File: config.mk
export PLATFORM = sky130hd
export DESIGN_NAME = swbx_front_flat
export DESIGN_NICKNAME = d
export VERILOG_FILES = /design/src/hdl/swbx_pkg.sv /design/src/hdl/swbx_intf.sv /design/src/hdl/swbx_front.sv /design/src/flat_wrapper.sv
export SDC_FILE = /design/constraint.sdc
export NUM_CORES = 2
export LEC_CHECK = 0
export ABC_AREA = 1
export BUFFER_PORTS_ARGS = -buffer_cell sky130_fd_sc_hd__buf_2
export CAP_MARGIN = 15
export CORE_MARGIN = 2
export CORE_UTILIZATION = 55
export DETAILED_ROUTE_END_ITERATION = 12
export GPL_TIMING_DRIVEN = 0
export PLACE_DENSITY_LB_ADDON = 0.1
export SLEW_MARGIN = 40
export SYNTH_ARGS = -nofsm -noshare
export SYNTH_HDL_FRONTEND = slang
export SYNTH_SLANG_ARGS = --single-unit
File: constraint.sdc
create_clock -name i_clk -period 18.21 [get_ports i_clk]
set_input_delay 0.9105 -clock i_clk [delete_from_list [all_inputs] [get_ports i_clk]]
set_output_delay 0.9105 -clock i_clk [all_outputs]
set_load 0.05 [all_outputs]
File: src/hdl/swbx_pkg.sv
`timescale 1ns / 1ps
package swbx_pkg;

    localparam int DATA_W            = 32;
    localparam int FRACTION_BITS_DEF = 16;
    localparam int DW                = 38;
    localparam int NRM_W             = 2;
    localparam int LANES             = 4;
    localparam int AXES              = 2;
    localparam int QDEPTH            = 4;

    localparam int LN_LX = 0;
    localparam int LN_HX = 1;
    localparam int LN_LY = 2;
    localparam int LN_HY = 3;
    localparam int AX_X  = 0;
    localparam int AX_Y  = 1;

    localparam logic signed [NRM_W-1:0] NRM_ZERO = 2'sb00;
    localparam logic signed [NRM_W-1:0] NRM_POS  = 2'sb01;
    localparam logic signed [NRM_W-1:0] NRM_NEG  = 2'sb11;

    typedef struct packed {
        logic [LANES-1:0] neg;
        logic [AXES-1:0]  zero;
        logic [AXES-1:0]  pass;
    } t_side;

    typedef struct packed {
        logic [LANES-1:0][DW-1:0] mag;
        logic [AXES-1:0][DW-1:0]  den;
        t_side                    side;
    } t_cls;

endpackage

File: src/hdl/swbx_intf.sv
`timescale 1ns / 1ps
interface swbx_box_if import swbx_pkg::*; ();
    logic                     valid;
    logic                     ready;
    logic signed [DATA_W-1:0] mover_min_x;
    logic signed [DATA_W-1:0] mover_min_y;
    logic signed [DATA_W-1:0] mover_max_x;
    logic signed [DATA_W-1:0] mover_max_y;
    logic signed [DATA_W-1:0] mover_end_x;
    logic signed [DATA_W-1:0] mover_end_y;
    logic signed [DATA_W-1:0] target_min_x;
    logic signed [DATA_W-1:0] target_min_y;
    logic signed [DATA_W-1:0] target_max_x;
    logic signed [DATA_W-1:0] target_max_y;
    logic signed [DATA_W-1:0] target_end_x;
    logic signed [DATA_W-1:0] target_end_y;

    modport source (
        output valid, mover_min_x, mover_min_y, mover_max_x, mover_max_y,
               mover_end_x, mover_end_y, target_min_x, target_min_y,
               target_max_x, target_max_y, target_end_x, target_end_y,
        input  ready
    );
    modport sink (
        input  valid, mover_min_x, mover_min_y, mover_max_x, mover_max_y,
               mover_end_x, mover_end_y, target_min_x, target_min_y,
               target_max_x, target_max_y, target_end_x, target_end_y,
        output ready
    );
endinterface


File: src/hdl/swbx_front.sv
`timescale 1ns / 1ps
module swbx_front import swbx_pkg::*; (
    input  logic        i_clk,
    input  logic        i_rst_n,
    swbx_box_if.sink    i_box,
    output t_cls        o_cls,
    output logic        o_valid,
    input  logic        i_ready
);

    logic                 r_v;
    logic signed [DW-1:0] r_pos [AXES];
    logic signed [DW-1:0] r_vel [AXES];
    logic signed [DW-1:0] r_lo  [AXES];
    logic signed [DW-1:0] r_hi  [AXES];

    logic signed [DW-1:0] amn [AXES];
    logic signed [DW-1:0] amx [AXES];
    logic signed [DW-1:0] ae  [AXES];
    logic signed [DW-1:0] bmn [AXES];
    logic signed [DW-1:0] bmx [AXES];
    logic signed [DW-1:0] be  [AXES];
    logic signed [DW-1:0] pa  [AXES];
    logic signed [DW-1:0] pb  [AXES];
    logic signed [DW-1:0] wd  [AXES];
    logic signed [DW-1:0] num [LANES];
    logic                 acc;

    assign i_box.ready = !r_v || i_ready;
    assign acc         = i_box.valid && i_box.ready;
    assign o_valid     = r_v;

    always_comb begin
        amn[AX_X] = DW'(i_box.mover_min_x);
        amn[AX_Y] = DW'(i_box.mover_min_y);
        amx[AX_X] = DW'(i_box.mover_max_x);
        amx[AX_Y] = DW'(i_box.mover_max_y);
        ae[AX_X]  = DW'(i_box.mover_end_x);
        ae[AX_Y]  = DW'(i_box.mover_end_y);
        bmn[AX_X] = DW'(i_box.target_min_x);
        bmn[AX_Y] = DW'(i_box.target_min_y);
        bmx[AX_X] = DW'(i_box.target_max_x);
        bmx[AX_Y] = DW'(i_box.target_max_y);
        be[AX_X]  = DW'(i_box.target_end_x);
        be[AX_Y]  = DW'(i_box.target_end_y);
        for (int a = 0; a < AXES; a++) begin
            pa[a] = amn[a] + amx[a];
            pb[a] = bmn[a] + bmx[a];
            wd[a] = amx[a] - amn[a];
        end
    end

    always_ff @(posedge i_clk) begin
        if (!i_rst_n) begin
            r_v <= 1'b0;
        end else if (i_box.ready) begin
            r_v <= i_box.valid;
        end
    end

    always_ff @(posedge i_clk) begin
        if (acc) begin
            for (int a = 0; a < AXES; a++) begin
                r_pos[a] <= pa[a];
                r_vel[a] <= ((ae[a] + ae[a]) - pa[a]) - ((be[a] + be[a]) - pb[a]);
                r_lo[a]  <= (bmn[a] + bmn[a]) - wd[a];
                r_hi[a]  <= (bmx[a] + bmx[a]) + wd[a];
            end
        end
    end

    always_comb begin
        num[LN_LX] = r_lo[AX_X] - r_pos[AX_X];
        num[LN_HX] = r_hi[AX_X] - r_pos[AX_X];
        num[LN_LY] = r_lo[AX_Y] - r_pos[AX_Y];
        num[LN_HY] = r_hi[AX_Y] - r_pos[AX_Y];
        for (int g = 0; g < LANES; g++) begin
            o_cls.mag[g]      = num[g][DW-1] ? DW'(-num[g]) : DW'(num[g]);
            o_cls.side.neg[g] = num[g][DW-1] ^ r_vel[g >> 1][DW-1];
        end
        for (int a = 0; a < AXES; a++) begin
            o_cls.den[a]       = r_vel[a][DW-1] ? DW'(-r_vel[a]) : DW'(r_vel[a]);
            o_cls.side.zero[a] = (r_vel[a] == '0);
            o_cls.side.pass[a] = (r_pos[a] >= r_lo[a]) && (r_pos[a] <= r_hi[a]);
        end
    end

endmodule

File: src/flat_wrapper.sv
// flat-port wrapper written by rule: the top's interface ports become plain ports
module swbx_front_flat import swbx_pkg::*;
  (i_clk, i_rst_n, o_cls, o_valid, i_ready, i_box_valid, i_box_mover_min_x, i_box_mover_min_y, i_box_mover_max_x, i_box_mover_max_y, i_box_mover_end_x, i_box_mover_end_y, i_box_target_min_x, i_box_target_min_y, i_box_target_max_x, i_box_target_max_y, i_box_target_end_x, i_box_target_end_y, i_box_ready);
  swbx_box_if i_box_i ();
  input  logic i_clk;
  input  logic i_rst_n;
  output t_cls o_cls;
  output logic o_valid;
  input  logic i_ready;
  input wire logic [$bits(i_box_i.valid)-1:0] i_box_valid;
  input wire logic [$bits(i_box_i.mover_min_x)-1:0] i_box_mover_min_x;
  input wire logic [$bits(i_box_i.mover_min_y)-1:0] i_box_mover_min_y;
  input wire logic [$bits(i_box_i.mover_max_x)-1:0] i_box_mover_max_x;
  input wire logic [$bits(i_box_i.mover_max_y)-1:0] i_box_mover_max_y;
  input wire logic [$bits(i_box_i.mover_end_x)-1:0] i_box_mover_end_x;
  input wire logic [$bits(i_box_i.mover_end_y)-1:0] i_box_mover_end_y;
  input wire logic [$bits(i_box_i.target_min_x)-1:0] i_box_target_min_x;
  input wire logic [$bits(i_box_i.target_min_y)-1:0] i_box_target_min_y;
  input wire logic [$bits(i_box_i.target_max_x)-1:0] i_box_target_max_x;
  input wire logic [$bits(i_box_i.target_max_y)-1:0] i_box_target_max_y;
  input wire logic [$bits(i_box_i.target_end_x)-1:0] i_box_target_end_x;
  input wire logic [$bits(i_box_i.target_end_y)-1:0] i_box_target_end_y;
  output wire logic [$bits(i_box_i.ready)-1:0] i_box_ready;
  assign i_box_i.valid = i_box_valid;
  assign i_box_i.mover_min_x = i_box_mover_min_x;
  assign i_box_i.mover_min_y = i_box_mover_min_y;
  assign i_box_i.mover_max_x = i_box_mover_max_x;
  assign i_box_i.mover_max_y = i_box_mover_max_y;
  assign i_box_i.mover_end_x = i_box_mover_end_x;
  assign i_box_i.mover_end_y = i_box_mover_end_y;
  assign i_box_i.target_min_x = i_box_target_min_x;
  assign i_box_i.target_min_y = i_box_target_min_y;
  assign i_box_i.target_max_x = i_box_target_max_x;
  assign i_box_i.target_max_y = i_box_target_max_y;
  assign i_box_i.target_end_x = i_box_target_end_x;
  assign i_box_i.target_end_y = i_box_target_end_y;
  assign i_box_ready = i_box_i.ready;
  swbx_front u_core (.i_clk(i_clk), .i_rst_n(i_rst_n), .i_box(i_box_i), .o_cls(o_cls), .o_valid(o_valid), .i_ready(i_ready));
endmodule
After elaboration in Yosys (flattened, before gate mapping)
Memories as Yosys holds them, arrays and structs flattened.
Cells that the tools add are included.
{"block": "word_totals", "inputBits": 388, "elab_cells": 62, "ramBits": 304, "regBits": 1, "mem_count": 4}
{"memory": "u_core.r_hi", "depth": 2, "width": 38, "read_ports": 2, "rd_clocked_by_memory_dff": 0, "write_ports": 2, "line": "swbx_front.sv:15", "source": "logic signed [DW-1:0] r_hi [AXES];"}
{"memory": "u_core.r_lo", "depth": 2, "width": 38, "read_ports": 2, "rd_clocked_by_memory_dff": 0, "write_ports": 2, "line": "swbx_front.sv:14", "source": "logic signed [DW-1:0] r_lo [AXES];"}
{"memory": "u_core.r_pos", "depth": 2, "width": 38, "read_ports": 2, "rd_clocked_by_memory_dff": 0, "write_ports": 2, "line": "swbx_front.sv:12", "source": "logic signed [DW-1:0] r_pos [AXES];"}
{"memory": "u_core.r_vel", "depth": 2, "width": 38, "read_ports": 2, "rd_clocked_by_memory_dff": 0, "write_ports": 2, "line": "swbx_front.sv:13", "source": "logic signed [DW-1:0] r_vel [AXES];"}
{"block": "op_classes", "n_reduce_logical": 7, "n_bitwise": 4, "add_sub_neg": 34, "magnitude_cmp": 4, "mux": 8}
{"op": "subtractor 38 bit", "n": 12}
{"op": "adder 32 x 32 -> 33 bit", "n": 12}
{"op": "two-way mux 38 bit", "n": 6}
{"op": "negator 38 bit", "n": 6}
{"op": "adder 38 bit", "n": 2}
{"op": ">= comparator 38 bit", "n": 2}
{"op": "<= comparator 38 bit", "n": 2}
{"op": "logical NOT 38 bit", "n": 2}
{"op": "subtractor 32 x 32 -> 33 bit", "n": 2}
{"op": "bitwise XOR 1 bit", "n": 4}
{"op": "logical AND 1 bit", "n": 3}
{"op": "two-way mux 1 bit", "n": 2}
{"op": "logical NOT 1 bit", "n": 1}
{"op": "logical OR 1 bit", "n": 1}

Depth between registers and ports, before layout
{"block": "depth", "ltp_word": 5, "ltp_mapped": 35, "ltp_nobuf": 34}

Worst setup path before layout
Ideal clock, no wire load.
{"block": "synth_path", "path_type": "input -> register", "startpoint": "input port i_box_valid", "endpoint": "memory u_core.r_hi[0][10] (enable)", "arrival_ns": 14.846, "path_stages": 2, "path_slack_ns": 2.327, "setup_time_ns": 1.036, "path_buffers": 0, "path_cell_list": "inv_1 a21oi_1"}
{"element": "from (decl)", "line": "flat_wrapper.sv:10", "source": "input wire logic [$bits(i_box_i.valid)-1:0] i_box_valid;"}
{"element": "to (decl)", "line": "swbx_front.sv:15"}

==> run summary <==
The run finished with clean final reports. The run gives 291 mm as the first-pass GRT wire length. After synthesis, the cell types taking the most area are edfxtp_1, nand2_1, ha_1, inv_1, xor2_1. Fraction of power spent switching nets: 0.637. For the max-slew violation count, the log shows 0.

The number of setup violations in the final report is 0, and the sequential share of power is 0.123. Synthesis produced a netlist whose cell count is 7871. The effective utilization at floorplan is 0.556.

The top cell type by total area after synthesis is edfxtp_1. The logs give 51100 sq um for the synthesized area and 72 for the initial antenna violation count. For the final database, setup skew stands at 0.0193 ns. Yosys mapped the design onto 64 distinct sky130hd cell types.

On the critical path, the stage with the largest delay is an instance of xor2_1. TritonCTS built the clock tree. The worst path meets setup with 11.27 ns of slack.

Setup repair after global routing left no endpoint under its margin. Overall power consumption: 10700 uW. The top-area cell type share of the netlist area was 0.170.

For the proportion of synthesized chip area in sequential cells, the log shows 0.171. Largest delay contributor family on the critical path: compound AO/OA/AOI/OAI gates. The category of the worst setup path launch point was a primary input. The pre-CTS setup slack was 10.94 ns; the critical path data arrival time was 7.27 ns.

Among all flip-flop cells after synthesis, the most frequent one is edfxtp_1. The run gives 3 as the number of buffers between clock root and the deepest sink. The remaining max-slew budget at the tightest pin is 0.315, and the clock network fraction of design power is 0.055.

The finished cells cover 57000 sq um. From synthesis to final layout, the design area changed by 11.7%. From left edge to right edge, the die measures 309 um. Once the clock tree was built, the resizer swapped 0 gates to a different size. Entering global routing, the biggest net connects 21 pins. Counting flops with a built-in enable in the synthesized netlist gives 290. The worst-path maximum fanout is 7. Together, buffers and inverters on the worst path number 8. In this run the power spent charging and discharging nets is 6780 uW. For this block, the via count after detailed routing is 56200.

The tools report the buffer count from post-CTS setup fixing as 0. The analysis attributes to cell leakage a power of 0.0299 uW. The via count of the first global-routing pass is 50800.

For this run, the detailed router's first-pass iteration total came to 9. For this run, the post-layout net count is 9626. After synthesis the netlist holds a flip-flop and latch count of 291.

In the routed layout, each cell is associated on average with a via count of 5.71. In the routed design, unresolved DRC markers number 0. The number of buffers added by the clock tree synthesis step is 28, and the average footprint of a synthesized cell is 6.49 sq um. On the final layout, the worst hold slack is 0.564 ns.

The run gives 0 as the aggregate global routing overflow. The transition time of the tightest slew-check pin is 1.02 ns. The number of nets in the synthesized netlist is 8953. The run gives 8847 as the number of fillers in the final layout. The part of the cycle the worst path needs works out to 0.381. The layout cell share with drive strength beyond 1 is 0.0986, and the data required time at the worst endpoint is 18.55 ns.

The total of max-cap violations was 0; the wire length reported by the detailed router was 198 mm. The class of the most critical setup path is primary input to flip-flop. 626 I/O pins were placed. For the remaining number of nets flagged by the antenna check after routing, the log shows 0. The tree is rooted in a clkbuf_16. STA classifies the critical path endpoint as a flip-flop. Buffers placed on the I/O ports in this run total 625. Static timing analysis puts the maximum clock frequency at 144 MHz. The cell area after placement is 56100 sq um, and the clock latency at the later pin of the worst-skew pair is 0.61 ns.

The standard-cell row count was 111. The proportion of register bits with asynchronous set or reset after synthesis was 0. Cell internal power was estimated by the tool at 3870 uW. After clock tree synthesis, the clock-pin slew on the worst setup and hold paths is 0.07 ns. The floorplan step set the die height to 309 um. For flop-to-flop paths, the worst setup slack is 15.35 ns. Half-perimeter wire length after placement: 174 mm.

The run gives 0.822 as the combinational fraction of design power. The total area inside the core boundary comes to 91800 sq um. The detailed router finished its first iteration with 6006 violations. The overall routing resource usage was 0.399; the number of warnings reported in the yosys synthesis log was 0. The class of the tightest hold or removal check was flip-flop to flip-flop. Routability-driven placement finished with a final weighted congestion of 1.09. The number of failing hold endpoints at the final stage is 0, and the power density over cell area is 187 nW/um^2. The clock net sink count was 291; the number of hold buffers added after CTS was 0. The run gives 95300 sq um as the die outline area. The run gives 1 as the deepest level of the CTS H-tree. The peak supply drop is 0.287 mV, and the post-layout minimum cycle time is 6.94 ns. The final routed wire length divided by cell count was 20.1 um; the largest stage delay on the critical path was 0.64 ns.
worst paths after layout:
| check | to | cells past startpoint | from |
|---|---|---|---|
| max | u_core.r_vel[0][68] | 30 | i_box_mover_min_y[2] |
| min | u_core.o_valid | 2 | u_core.o_valid |
| max reg2reg | u_core.r_pos[0][64] | 10 | u_core.o_valid |
| min reg2reg | u_core.o_valid | 2 | u_core.o_valid |
cell usage after synthesis (12+ instances only):
| library cell | count |
|---|---|
| nand2_1 | 1973 |
| inv_1 | 1388 |
| nor2_1 | 833 |
| a21oi_1 | 605 |
| ha_1 | 548 |
| xor2_1 | 391 |
| nand3_1 | 386 |
| o21ai_0 | 327 |
| edfxtp_1 | 290 |
| xnor2_1 | 162 |
| fa_1 | 146 |
| nand4_1 | 123 |
| nor3_1 | 116 |
| a31oi_1 | 65 |
| clkbuf_1 | 47 |
| nand2_2 | 47 |
| o21a_1 | 35 |
| nand3b_1 | 34 |
| o21bai_1 | 34 |
| a21o_1 | 30 |
| a21boi_0 | 29 |
| nor4_1 | 27 |
| nor2_2 | 25 |
| o21ai_1 | 21 |
| o211ai_1 | 19 |
| a221oi_1 | 18 |
| buf_2 | 12 |
| o31ai_1 | 12 |
through the flow:
step,TNS (ns),instances,util
3_5_place_dp,0,9757,0.611
3_3_place_gp,-806.09,9739,0.607
5_1_grt,0,9823,0.621
2_1_floorplan,0,7871,-
4_1_cts,0,9805,0.620
6_report,0,9840,0.621
placed cells by master, fill, tap and decap left out, types with 27 or more instances in the layout:
cell and count:
nand2_1 1973, inv_1 1388, nor2_1 833, buf_2 639
a21oi_1 604, ha_1 548, xor2_1 391, nand3_1 386
o21ai_0 327, edfxtp_1 290, xnor2_1 162, fa_1 146
nand4_1 123, nor3_1 116, a31oi_1 65, clkbuf_1 50
nand2_2 47, diode_2 35, o21a_1 35, o21bai_1 34
nand3b_1 34, a21o_1 30, a21boi_0 29, clkbuf_16 29
nor4_1 27
flip-flops by register name, summed over array words and instances, names as in the netlist:
signal	flops
u_core.o_valid	1
u_core.r_pos	66
u_core.r_hi	74
u_core.r_lo	74
u_core.r_vel	76
per-layer routing:
layer | part of all wire | wire length (um) | GRT usage | vias up
met4 | 0.040 | 7870 | 0.136 | 58
met1 | 0.43 | 84400 | 0.571 | 25800
met3 | 0.12 | 24600 | 0.0872 | 423
met2 | 0.41 | 80400 | 0.593 | 3092
met5 | 0.0018 | 349 | 0 | -
li1 | - | - | - | 26900
power groups by stage:
stage                     Sequential (uW)  Combinational [uW]  Clock [uW]
after floorplan                      1250                6440           0
after CTS                            1290                8610         591
after detailed placement             1300                8540           0
after global routing                 1320                9470         610
after global placement               1330                8460           0
final                                1310                8760         586
worst reg2reg max path, delay by kind of cell (launching register included):
kind | cells | cell delay [ns]
flops | 1 | 0.35
buf+inv | 9 | 1.80
compound gates | 1 | 0.40
cell type report:
| cell class | instances | area (sq um) | share of cell area |
|---|---|---|---|
| diodes | 35 | 87.6 | 0.00154 |
| plain buffers | 75 | 374 | 0.00656 |
| clock buffers | 32 | 737 | 0.0129 |
| clock inverters | 16 | 150 | 0.00263 |
| inverters | 1401 | 5260 | 0.0923 |
| multi-input cells | 6104 | 36700 | 0.644 |
| flip-flops and latches | 291 | 8730 | 0.153 |
| well taps | 1243 | 1560 | 0.0273 |
| repair buffers | 643 | 3410 | 0.0598 |
cell families after synthesis:
group	synth area share
fa+ha+maj	0.191
simple gates	0.296
flops	0.171
compound gates	0.136
buf+inv	0.110
xor+xnor	0.0948
(Power assumes the default switching activity.)
