**src/hdl/swbx_pkg.sv**
```systemverilog
`timescale 1ns / 1ps
package swbx_pkg;

    localparam int DATA_W            = 32;
    localparam int FRACTION_BITS_DEF = 16;
    localparam int DW                = 38;
    localparam int NRM_W             = 2;
    localparam int LANES             = 4;
    localparam int AXES              = 2;
    localparam int QDEPTH            = 4;

    localparam int LN_LX = 0;
    localparam int LN_HX = 1;
    localparam int LN_LY = 2;
    localparam int LN_HY = 3;
    localparam int AX_X  = 0;
    localparam int AX_Y  = 1;

    localparam logic signed [NRM_W-1:0] NRM_ZERO = 2'sb00;
    localparam logic signed [NRM_W-1:0] NRM_POS  = 2'sb01;
    localparam logic signed [NRM_W-1:0] NRM_NEG  = 2'sb11;

    typedef struct packed {
        logic [LANES-1:0] neg;
        logic [AXES-1:0]  zero;
        logic [AXES-1:0]  pass;
    } t_side;

    typedef struct packed {
        logic [LANES-1:0][DW-1:0] mag;
        logic [AXES-1:0][DW-1:0]  den;
        t_side                    side;
    } t_cls;

endpackage

```
**src/hdl/swbx_fifo.sv**
```systemverilog
`timescale 1ns / 1ps
module swbx_fifo import swbx_pkg::*; (
    input  logic i_clk,
    input  logic i_rst_n,
    input  t_cls i_cls,
    input  logic i_valid,
    output logic o_ready,
    output t_cls o_cls,
    output logic o_valid,
    input  logic i_pop
);

    localparam int PW = $clog2(QDEPTH);

    t_cls          r_mem [QDEPTH];
    logic [PW-1:0] r_wp;
    logic [PW-1:0] r_rp;
    logic [PW:0]   r_cnt;
    logic          push;
    logic          pop;

    assign o_ready = (r_cnt != (PW+1)'(QDEPTH));
    assign o_valid = (r_cnt != '0);
    assign push    = i_valid && o_ready;
    assign pop     = i_pop && o_valid;
    assign o_cls   = r_mem[r_rp];

    always_ff @(posedge i_clk) begin
        if (!i_rst_n) begin
            r_wp  <= '0;
            r_rp  <= '0;
            r_cnt <= '0;
        end else begin
            if (push) r_wp <= r_wp + 1'b1;
            if (pop)  r_rp <= r_rp + 1'b1;
            if (push && !pop)      r_cnt <= r_cnt + 1'b1;
            else if (!push && pop) r_cnt <= r_cnt - 1'b1;
        end
    end

    always_ff @(posedge i_clk) begin
        if (push) begin
            r_mem[r_wp] <= i_cls;
        end
    end

endmodule

```
**config.mk**
```make
export PLATFORM = sky130hd
export DESIGN_NAME = swbx_fifo
export DESIGN_NICKNAME = d
export VERILOG_FILES = /design/src/hdl/swbx_pkg.sv /design/src/hdl/swbx_fifo.sv
export SDC_FILE = /design/constraint.sdc
export NUM_CORES = 1
export LEC_CHECK = 0
export BUFFER_PORTS_ARGS = -buffer_cell sky130_fd_sc_hd__buf_2
export CAP_MARGIN = 30
export CORE_MARGIN = 2
export CORE_UTILIZATION = 30
export CTS_BUF_LIST = sky130_fd_sc_hd__clkbuf_8
export CTS_CLUSTER_SIZE = 20
export DETAILED_ROUTE_END_ITERATION = 10
export GPL_ROUTABILITY_DRIVEN = 1
export GPL_TIMING_DRIVEN = 0
export PLACE_DENSITY_LB_ADDON = 0.2
export SETUP_SLACK_MARGIN = 0.4
export SLEW_MARGIN = 20
export SYNTH_ARGS = -nofsm -noshare
export SYNTH_HDL_FRONTEND = slang
export SYNTH_SLANG_ARGS = --single-unit
```
**constraint.sdc**
```tcl
create_clock -name i_clk -period 18 [get_ports i_clk]
set_input_delay 3.6 -clock i_clk [delete_from_list [all_inputs] [get_ports i_clk]]
set_output_delay 3.6 -clock i_clk [all_outputs]
set_load 0.1 [all_outputs]
```
---- After elaboration in Yosys (flattened, before gate mapping) ----
Memory sizes are Yosys's and may differ from the RTL's. A register that Yosys moved wholly into a read port is not among the register bits.
Cells that the tools add are included.
W data, S select, Z words.
storage, ports and cells
  bits in registers ....................... 7
  memories ................................ 1
  bits in writable memories ............... 944
  logic and storage cells ................. 23
memory list
  memory  words  width  read ports  clocked after Yosys merged registers in  write ports  line             source
  r_mem   4      236    1           1                                        1            swbx_fifo.sv:15  t_cls r_mem [QDEPTH];
operators by class
  equality and inequality tests ........... 1
  add/subtract/negate cells ............... 4
  mux-type cells .......................... 6
  reduce and logical (&&, ||, !) cells .... 8
operators by type and width
  cell                   number
  $mux W3                2
  $add A2 B1 Y2 const B  2
  $logic_and A1 B1 Y1    4
  $mux W2                2
  $add A3 B1 Y3 const B  1
  $ne A3 B3 Y1 const B   1
  $reduce_bool A3 Y1     1
  $sub A3 B1 Y3 const B  1
  $logic_not A1 Y1       2
  $mux W1                2
  $reduce_bool A2 Y1     1

---- Longest topological paths before layout ----
Gate-level depths: netlist (run 1).
  depth in word-level cells ............... 6
  depth in mapped cells ................... 8
  depth with buffers taken out ............ 8

---- Worst setup path before layout (run 1) ----
OpenSTA, ideal clock, no wires.
  kind .................................... input to register
  from .................................... input port i_valid
  to ...................................... memory r_mem[0][0] (netlist name), enable pin
  stages on the path ...................... 2
  setup time .............................. 626 ps
  path slack .............................. 7974 ps
  arrival time ............................ 9400 ps
  required time ........................... 17374 ps
  path buffers ............................ 0
  path through ............................ a21boi_1 -> and2_1
on the way
  word-level cells in the longest chain between the ends .. 3
ends and longest elaborated chain
  element                        line             source
  from (decl)                    swbx_fifo.sv:6   input logic i_valid,
  $logic_and A1 B1 Y1            swbx_fifo.sv:24  assign push = i_valid && o_ready;
  $mux W1                        swbx_fifo.sv:42  if (push) begin
  $mux W1 (implied by the code)  swbx_fifo.sv:43  r_mem[r_wp] <= i_cls;
  to (decl)                      swbx_fifo.sv:15
Every way passes these cells.

==> results_dict.tcl, run 1 <==
set metrics [dict create \
    status "finished clean" \
    synth_seq_area_share 0.828 \
    synth_most_common_cell "edfxtp_1" \
    slew_headroom 0.439 \
    wl_per_cell_um 21.9 \
    viasPerCell 4.47 \
    antenna_left 0 \
    wirelength_mm 78.7 \
    portBuffers 476 \
    synth_edf_count 944 \
    grt_max_degree 45 \
    hold_depth 2 \
    fmax_ghz 0.146 \
    synth_seq_cells 953 \
    clock-root-buffer "clkbuf_8" \
    area_growth_pct 23.3 \
    setup_violations 0 \
    rr_worst_depth 5 \
    antenna_found_initial 25 \
    cts_tree "yes" \
    layout.nets 2192 \
    num_io_pins 478 \
    setup_tns_ns 0 \
    grt_pass1_wl_mm 114 \
    rsz0062_at_grt "no" \
    initial_utilization 0.302 \
    min_period_ns 6.83 \
    first_iter_violations 899 \
    synthFlopType "edfxtp_1" \
    die_area_mm2 0.118 \
    report.final.slew_viol_count 0 \
    grt_pass1_vias 17475 \
    cp.required_ns 14.40 \
    drt-met1-wl_mm 30.6 \
    clockBufferDepth 3 \
    top_layer_used "met5" \
    fillCellCount 10559 \
    startpoint_type "flip-flop" \
    cts_setup_buffers 0 \
    synth_top_area_share 0.823 \
    core_mm2 0.114 \
    yosys.area.top_type "edfxtp_1" \
    rows 124 \
    worst_setup_path_end_kind "output pin" \
    synth_area_leaders "edfxtp_1 82%, mux4_2 15%, dfxtp_1 0.52%" \
    post_synth_num_cell_types 24 \
    worst_pin_slew_ns 0.841 \
    ys_warn_count 0 \
    via_count 16087 \
    clk_pin_slew_ns 0.05 \
    timing.rr.start "r_cnt[1]" \
    critical_path_class "reg -> out" \
    finClkSkew_ns 0.0394 \
    drv_cap 0 \
    arrival_ns 3.23 \
    period_share 0.380 \
    syn_nets 1526 \
    die_h_um 343 \
    numClockSinks 953 \
    place_hpwl_mm 50.9 \
    hold_buffers 0 \
    cts_resized 0 \
    netlist_instances 1280 \
    postSynthAreaPerCell_um2 26.9 \
    ys_top_cells_by_count "944 x edfxtp_1, 236 x mux4_2, 23 x buf_2" \
    syn_area_mm2 0.0344 \
    overflow 0 \
    die_w_um 343 \
    ys_async_sr_fraction 0 \
    drc 0 \
    dr_wl_met2_mm 38.6 \
    firstDrtPassIters 4 \
    critPathMaxFanout 10 \
    gp_congestion 0.704 \
    hp-start "r_wp[1]" \
    grt_usage 0.133 \
    finalHoldViolCount 0 \
    numCtsBuffers 164 \
    htreeDepth 4 \
    clk_latency_ns 0.82 \
    layout-drive-gt1-share 0.476 \
    met3_length_mm 7.33 \
    min-delay-path-class "reg -> reg" \
]
[cell families after synthesis]
logic type / Yosys count / share of synthesized area
AO/OA/AOI/OAI: 5 / 0.00105
XOR/XNOR: 4 / 0.00102
adder cells (fa/ha/maj): 6 / 0.00240
buffers and inverters: 56 / 0.00923
flip-flops: 953 / 0.828
multiplexers: 239 / 0.155
AND/OR/NAND/NOR: 17 / 0.00265
[state kept, by name, summed over array words and instances, names as in the netlist, named ones only]
name / cells
r_cnt: 3
r_rp: 2
r_mem: 944
r_wp: 2
[stage by stage]
step	utilization	instance area, um2	cells	setup slack, ns	hold WS (ns)
2_1_floorplan	-	34400	1280	7.97	0.468
3_3_place_gp	0.339	38700	3268	2.45	0.484
3_5_place_dp	0.345	39300	3292	11.82	0.504
4_1_cts	0.372	42400	3592	10.87	0.511
5_1_grt	0.372	42500	3597	10.92	0.531
6_report	0.372	42500	3602	11.17	0.509
[layout make-up]
type                       count  area [um2]  area share
sequential                   953       28500       0.672
multi-input combinational    271        5600       0.132
timing repair buffer         500        2990      0.0704
clock buffer                 165        2270      0.0535
tap                         1512        1890      0.0445
clock inverter               135         851      0.0200
buffer                        53         307     0.00722
antenna                       10        25.0    0.000589
inverter                       3        11.3    0.000265
[placed cells by master, fill, tap and decap left out, types with 7 or more instances in the layout]
master | Yosys | final
buf_4 | 11 | 11
edfxtp_1 | 944 | 944
inv_1 | 3 | 50
clkbuf_8 | 0 | 165
clkinv_2 | 0 | 22
mux4_2 | 236 | 236
diode_2 | 0 | 10
clkinvlp_4 | 0 | 9
buf_1 | 13 | 13
buf_16 | 0 | 17
buf_12 | 0 | 7
dfxtp_1 | 9 | 9
bufinv_16 | 0 | 8
clkinv_1 | 0 | 41
buf_2 | 23 | 499
[routing by layer]
metal	up-vias	track usage
met5	-	0
met1	8392	0.156
li1	6970	-
met3	181	0.0588
met4	36	0.0475
met2	508	0.215
[critical path, cell delays in order (launching register included)]
cell and delay, ns:
dfxtp_1 0.33, buf_2 0.38, buf_2 0.48, buf_2 0.44
mux4_2 0.26, buf_2 0.50
[path summary, 6_finish.rpt]
path | slack (ns) | to
setup / recovery | 11.17 | o_cls[140]
hold / removal | 0.51 | r_wp[1]
setup reg to reg | 15.34 | r_mem[0][149]
hold reg to reg | 0.51 | r_wp[1]
Power of run 1 is not shown: default switching activity piles up to over one toggle a cycle in this logic, so the estimate is an artifact.
==> run 2: changes to the inputs <==
- ABC_AREA: not set -> 1
- clock period: 18 -> 5.8 ns (I/O delays scaled with it)
==> run 2 against run 1 <==
Compared with the run above:
- hold slack got worse by 0.0025 ns
- non-clock buffer count up 133
- highest routed layer unchanged
- cell count rose by 31%
- critical path type unchanged
- sequential cell count is the same
- clock-buffer cell count rose by 2
- utilization grew 0.39 points
==> results_dict.tcl, run 2 <==
set metrics [dict create \
    ir_drop_v 0.000550 \
    synth_edf_count 944 \
    finalPower_uw 24900 \
    critPathMaxFanout 11 \
    initial_utilization 0.302 \
    wl_per_cell_um 22.1 \
    utilization 0.376 \
    htreeDepth 4 \
    report.final.slew_viol_count 0 \
    die_area_mm2 0.120 \
    first_iter_violations 1425 \
    portBuffers 477 \
    clk_latency_ns 0.83 \
    grt_pass1_wl_mm 149 \
    rsz0062_at_grt "no" \
    clock-root-buffer "clkbuf_8" \
    p_leak_uw 0.0153 \
    startpoint_type "flip-flop" \
    final_cell_mix "944 x edfxtp_1, 520 x buf_2, 482 x nor2_1" \
    ys_async_sr_fraction 0 \
    syn_area_mm2 0.0351 \
    grt_max_degree 24 \
    synth_top_area_share 0.807 \
    core_mm2 0.116 \
    layout_commonest_cell "edfxtp_1" \
    postSynthAreaPerCell_um2 14.9 \
    viasPerCell 4.74 \
    via_count 22278 \
    num_io_pins 478 \
    cts_setup_buffers 0 \
    p_sw_uw 12000 \
    synth_seq_cells 953 \
    internal_power_uw 12900 \
    antenna_left 0 \
    synth_most_common_cell "edfxtp_1" \
    place_hpwl_mm 69.9 \
    critical_path_class "reg -> out" \
    synthFlopType "edfxtp_1" \
    area_growth_pct 24.5 \
    cts_tree "yes" \
    arrival_ns 3.94 \
    period_share 0.880 \
    antenna_found_initial 34 \
    slew_headroom 0.407 \
    clk_pin_slew_ns 0.06 \
    drv_cap 0 \
    min-delay-path-class "reg -> reg" \
    post_synth_num_cell_types 18 \
    die_w_um 346 \
    p_seq_frac 0.342 \
    wirelength_mm 104 \
    place_area_mm2 0.0407 \
    min_period_ns 5.10 \
    ys_warn_count 0 \
    yosys.area.top_type "edfxtp_1" \
    whs_ns 0.507 \
    syn_nets 2596 \
    setup_violations 0 \
    die_h_um 346 \
    pwr-share-comb 0.432 \
    synth_seq_area_share 0.812 \
    worst_pin_slew_ns 0.889 \
    final_area_mm2 0.0437 \
    layout.nets 3292 \
    worst_setup_path_end_kind "output pin" \
    numClockSinks 953 \
    layout-drive-gt1-share 0.246 \
    ys_top_cells_by_count "944 x edfxtp_1, 486 x nor2_1, 473 x o21ai_0" \
    rows 125 \
    hold_depth 2 \
    grt_pass1_vias 22097 \
    grt_usage 0.170 \
    cellPowerDensity_mw_per_mm2 569 \
    cp.required_ns 4.64 \
    gp_congestion 0.744 \
    drc 0 \
    overflow 0 \
    synth_area_leaders "edfxtp_1 81%, o21ai_0 6.7%, nor2_1 5.2%" \
    status "finished clean" \
    regMostFlops "r_mem" \
    firstDrtPassIters 5 \
    cts_resized 0 \
    setup_tns_ns 0 \
    hold_buffers 0 \
    p_sw_frac 0.483 \
    finClkSkew_ns 0.0340 \
    netlist_instances 2350 \
    top_regs "r_mem x944, r_cnt x3" \
    largest_reg_flops 944 \
    pwr-share-clk 0.226 \
    fillCellCount 11235 \
    clockBufferDepth 3 \
    finalHoldViolCount 0 \
    fmax_ghz 0.196 \
    rr_worst_depth 10 \
    numCtsBuffers 164 \
]
run 2: worst paths after layout:
| kind | startpoint | slack (ns) | to |
|---|---|---|---|
| worst min-delay path | r_rp[0] | 0.51 | r_rp[0] |
| worst max register to register | r_cnt[0] | 2.88 | r_mem[0][96] |
| worst max-delay path | flip-flop | 0.70 | o_cls[22] |
| worst min register to register | r_rp[0] | 0.51 | r_rp[0] |
run 2: power by group through the flow:
stage               clock network (uW)  logic, uW  registers [uW]
finish                            5630      10700            8490
global route                      6120      11200            8550
CTS                               5840      10900            8490
detailed placement                   0      10900            8630
global placement                     0      10600            8820
floorplan                            0       8080            8700
run 2: layer usage:
layer	global-route usage	part of all wire	up-vias
met3	0.0532	0.072	196
met2	0.271	0.47	660
li1	-	-	10369
met5	0	0.0019	-
met4	0.0576	0.025	30
met1	0.218	0.43	11023
run 2: final cells by class:
| cell class | count | area, um2 | area share |
|---|---|---|---|
| diodes | 8 | 20.0 | 0.000458 |
| plain buffers | 156 | 673 | 0.0154 |
| clock buffers | 167 | 2300 | 0.0526 |
| clock inverters | 122 | 687 | 0.0157 |
| inverters | 16 | 60.1 | 0.00137 |
| multi-input cells | 1225 | 5890 | 0.135 |
| flip-flops and latches | 953 | 28500 | 0.652 |
| well taps | 1524 | 1910 | 0.0436 |
| repair buffers | 530 | 3670 | 0.0838 |
run 2: kinds of logic (layout without fill, tap and decap cells):
logic type                 count (synthesis)  in the layout  synth area share
DFF                                      953            953             0.812
AOI/OAI and AO/OA                        712            712             0.110
and+or+nand+nor                          506            506            0.0543
buffers and inverters                    172            991            0.0209
adders and majority gates                  6              6           0.00235
xor gates and xnor gates                   1              1          0.000249
other                                      0              8                 0
run 2: stage by stage:
| stage | instances | setup slack (ns) |
|---|---|---|
| 3_5_place_dp | 4404 | 1.42 |
| 4_1_cts | 4693 | 0.473 |
| 2_1_floorplan | 2350 | 0.500 |
| 3_3_place_gp | 4351 | -3.01 |
| 6_report | 4701 | 0.698 |
| 5_1_grt | 4697 | 0.432 |
run 2: worst max-delay path, stage by stage (launching register included):
cell and delay (ns):
dfxtp_1 0.44, buf_2 0.48, clkbuf_1 0.72, o21ai_0 0.21
o22ai_1 0.70, buf_2 0.56
Power figures use the tool's default switching activity.
==> run 3: changes to the inputs <==
- CELL_PAD_IN_SITES_DETAIL_PLACEMENT: not set -> 0
- CELL_PAD_IN_SITES_GLOBAL_PLACEMENT: not set -> 2
==> run 3 against run 2 <==
Compared with the run above:
- sequential share of layout area decreased by 0.12 points
- global-route usage increased by 0.97 points
- maximum frequency increased by 1.8%
- first-iteration DRC count increased by 11%
- worst setup slack improved by 0.088 ns
- hold slack improved by 0.011 ns
- clock power increased by 0.7%
- final area increased by 0.19%
- critical endpoint is now o_cls[24]
==> results_dict.tcl, run 3 (synthesis results as in run 2) <==
set metrics [dict create \
    cp_slowest_cell "o22ai_1" \
    gp_congestion 0.740 \
    core_mm2 0.116 \
    first_iter_violations 1576 \
    htreeDepth 4 \
    internal_power_uw 13000 \
    status "finished clean" \
    min_period_ns 5.01 \
    antenna_left 0 \
    fmax_ghz 0.199 \
    p_leak_uw 0.0153 \
    rsz0062_at_grt "no" \
    firstDrtPassIters 5 \
    numCtsBuffers 167 \
    place_hpwl_mm 73.1 \
    min-delay-path-class "reg -> reg" \
    report.final.slew_viol_count 0 \
    viasPerCell 4.82 \
    clock-root-buffer "clkbuf_8" \
    numClockSinks 953 \
    area_growth_pct 24.8 \
    setup_violations 0 \
    clockBufferDepth 3 \
    antenna_found_initial 54 \
    grt_usage 0.179 \
    cp_common_cell "buf_2" \
    portBuffers 477 \
    multi_input_area_mm2 0.00589 \
    finalHoldViolCount 0 \
    via_count 22738 \
    grt_pass1_vias 23337 \
    ir_drop_v 0.000415 \
    wirelength_mm 110 \
    hold_buffers 0 \
    p_seq_frac 0.340 \
    cts_tree "yes" \
    startpoint_type "flip-flop" \
    num_io_pins 478 \
    cts_setup_buffers 0 \
    initial_utilization 0.302 \
    largest_reg_flops 944 \
    top_regs "r_mem x944, r_cnt x3" \
    grt_pass1_wl_mm 157 \
    pwr-share-clk 0.226 \
    grt_max_degree 21 \
    die_area_mm2 0.120 \
    worst_setup_path_end_kind "output pin" \
    clk_pin_slew_ns 0.05 \
    p_sw_uw 12100 \
    worst_pin_slew_ns 0.871 \
    cp_num_buf_inv 3 \
    period_share 0.865 \
    cts_resized 0 \
    overflow 0 \
    drc 0 \
    seqCellArea_mm2 0.0285 \
    cellPowerDensity_mw_per_mm2 571 \
    p_sw_frac 0.482 \
    crit_chain "buf_2, clkbuf_1, o21ai_0, o22ai_1, buf_2" \
    critical_path_class "reg -> out" \
    fillCellCount 11029 \
    finClkSkew_ns 0.0480 \
    pwr-share-comb 0.434 \
    critPathMaxFanout 10 \
    drv_cap 0 \
    layout_commonest_cell "edfxtp_1" \
    setup_ws_ns 0.786 \
    cpLargestDelayFamily "buffers and inverters" \
    final_cell_mix "944 x edfxtp_1, 520 x buf_2, 482 x nor2_1" \
    setup_tns_ns 0 \
    die_w_um 346 \
    slew_headroom 0.420 \
    rows 125 \
    clk_latency_ns 0.83 \
    arrival_ns 3.85 \
    place_ws_ns 1.53 \
    regMostFlops "r_mem" \
    cp_slowest_stage_delay_ns 0.70 \
    die_h_um 346 \
    finalPower_uw 25000 \
    wl_per_cell_um 23.3 \
    layout-drive-gt1-share 0.249 \
    cp.required_ns 4.64 \
    whs_ns 0.518 \
    layout.nets 3298 \
]
[run 3: cell types whose count changed in the layout (fill, tap and decap cells not counted), moves of 2 or more]
cell | before | now
clkinvlp_4 | 3 | 5
buf_12 | 24 | 33
clkinv_1 | 42 | 32
clkbuf_8 | 167 | 172
clkinv_2 | 9 | 11
inv_8 | 3 | 0
buf_16 | 29 | 23
diode_2 | 8 | 22
inv_12 | 2 | 0
[run 3: per-stage QoR]
step / instances / area (um2) / utilization
after floorplan: 2350 / 35200 / -
after global placement: 4351 / 39400 / 0.339
after detailed placement: 4407 / 40700 / 0.351
after CTS: 4692 / 43800 / 0.377
after global routing: 4706 / 43800 / 0.377
final: 4714 / 43800 / 0.377
[run 3: routing by layer]
layer | track usage | wire length (um)
met2 | 0.292 | 53200
met3 | 0.0529 | 7710
met5 | 0 | 197
met4 | 0.0724 | 3290
met1 | 0.224 | 45500
[run 3: path summary, 6_finish.rpt]
check / slack [ns] / end / from / depth (start not counted)
max: 0.79 / o_cls[24] / flip-flop / 5
max reg2reg: 3.10 / r_mem[1][95] / r_cnt[0] / 9
min: 0.52 / r_rp[0] / r_rp[0] / 2
min reg2reg: 0.52 / r_rp[0] / r_rp[0] / 2
[run 3: layout make-up]
class,count,area share
multi-input cells,1225,0.135
clock buffers,172,0.0540
plain buffers,156,0.0154
well taps,1524,0.0435
flip-flops and latches,953,0.651
diodes,22,0.00126
clock inverters,113,0.0148
repair buffers,533,0.0840
inverters,16,0.00137
[run 3: power by group through the flow]
| stage | Clock, uW | Combinational [uW] | Sequential (uW) |
|---|---|---|---|
| after floorplan | 0 | 8080 | 8700 |
| after global placement | 0 | 10700 | 8830 |
| after detailed placement | 0 | 11000 | 8650 |
| after CTS | 5870 | 11000 | 8510 |
| after global routing | 6160 | 11300 | 8560 |
| final | 5670 | 10800 | 8510 |
[run 3: tightest hold or removal path: cells and delay by family, from the launching register on]
| family | cells | cell delay [ns] |
|---|---|---|
| DFF | 1 | 0.32 |
| and+or+nand+nor | 1 | 0.09 |
| AOI/OAI and AO/OA | 1 | 0.06 |
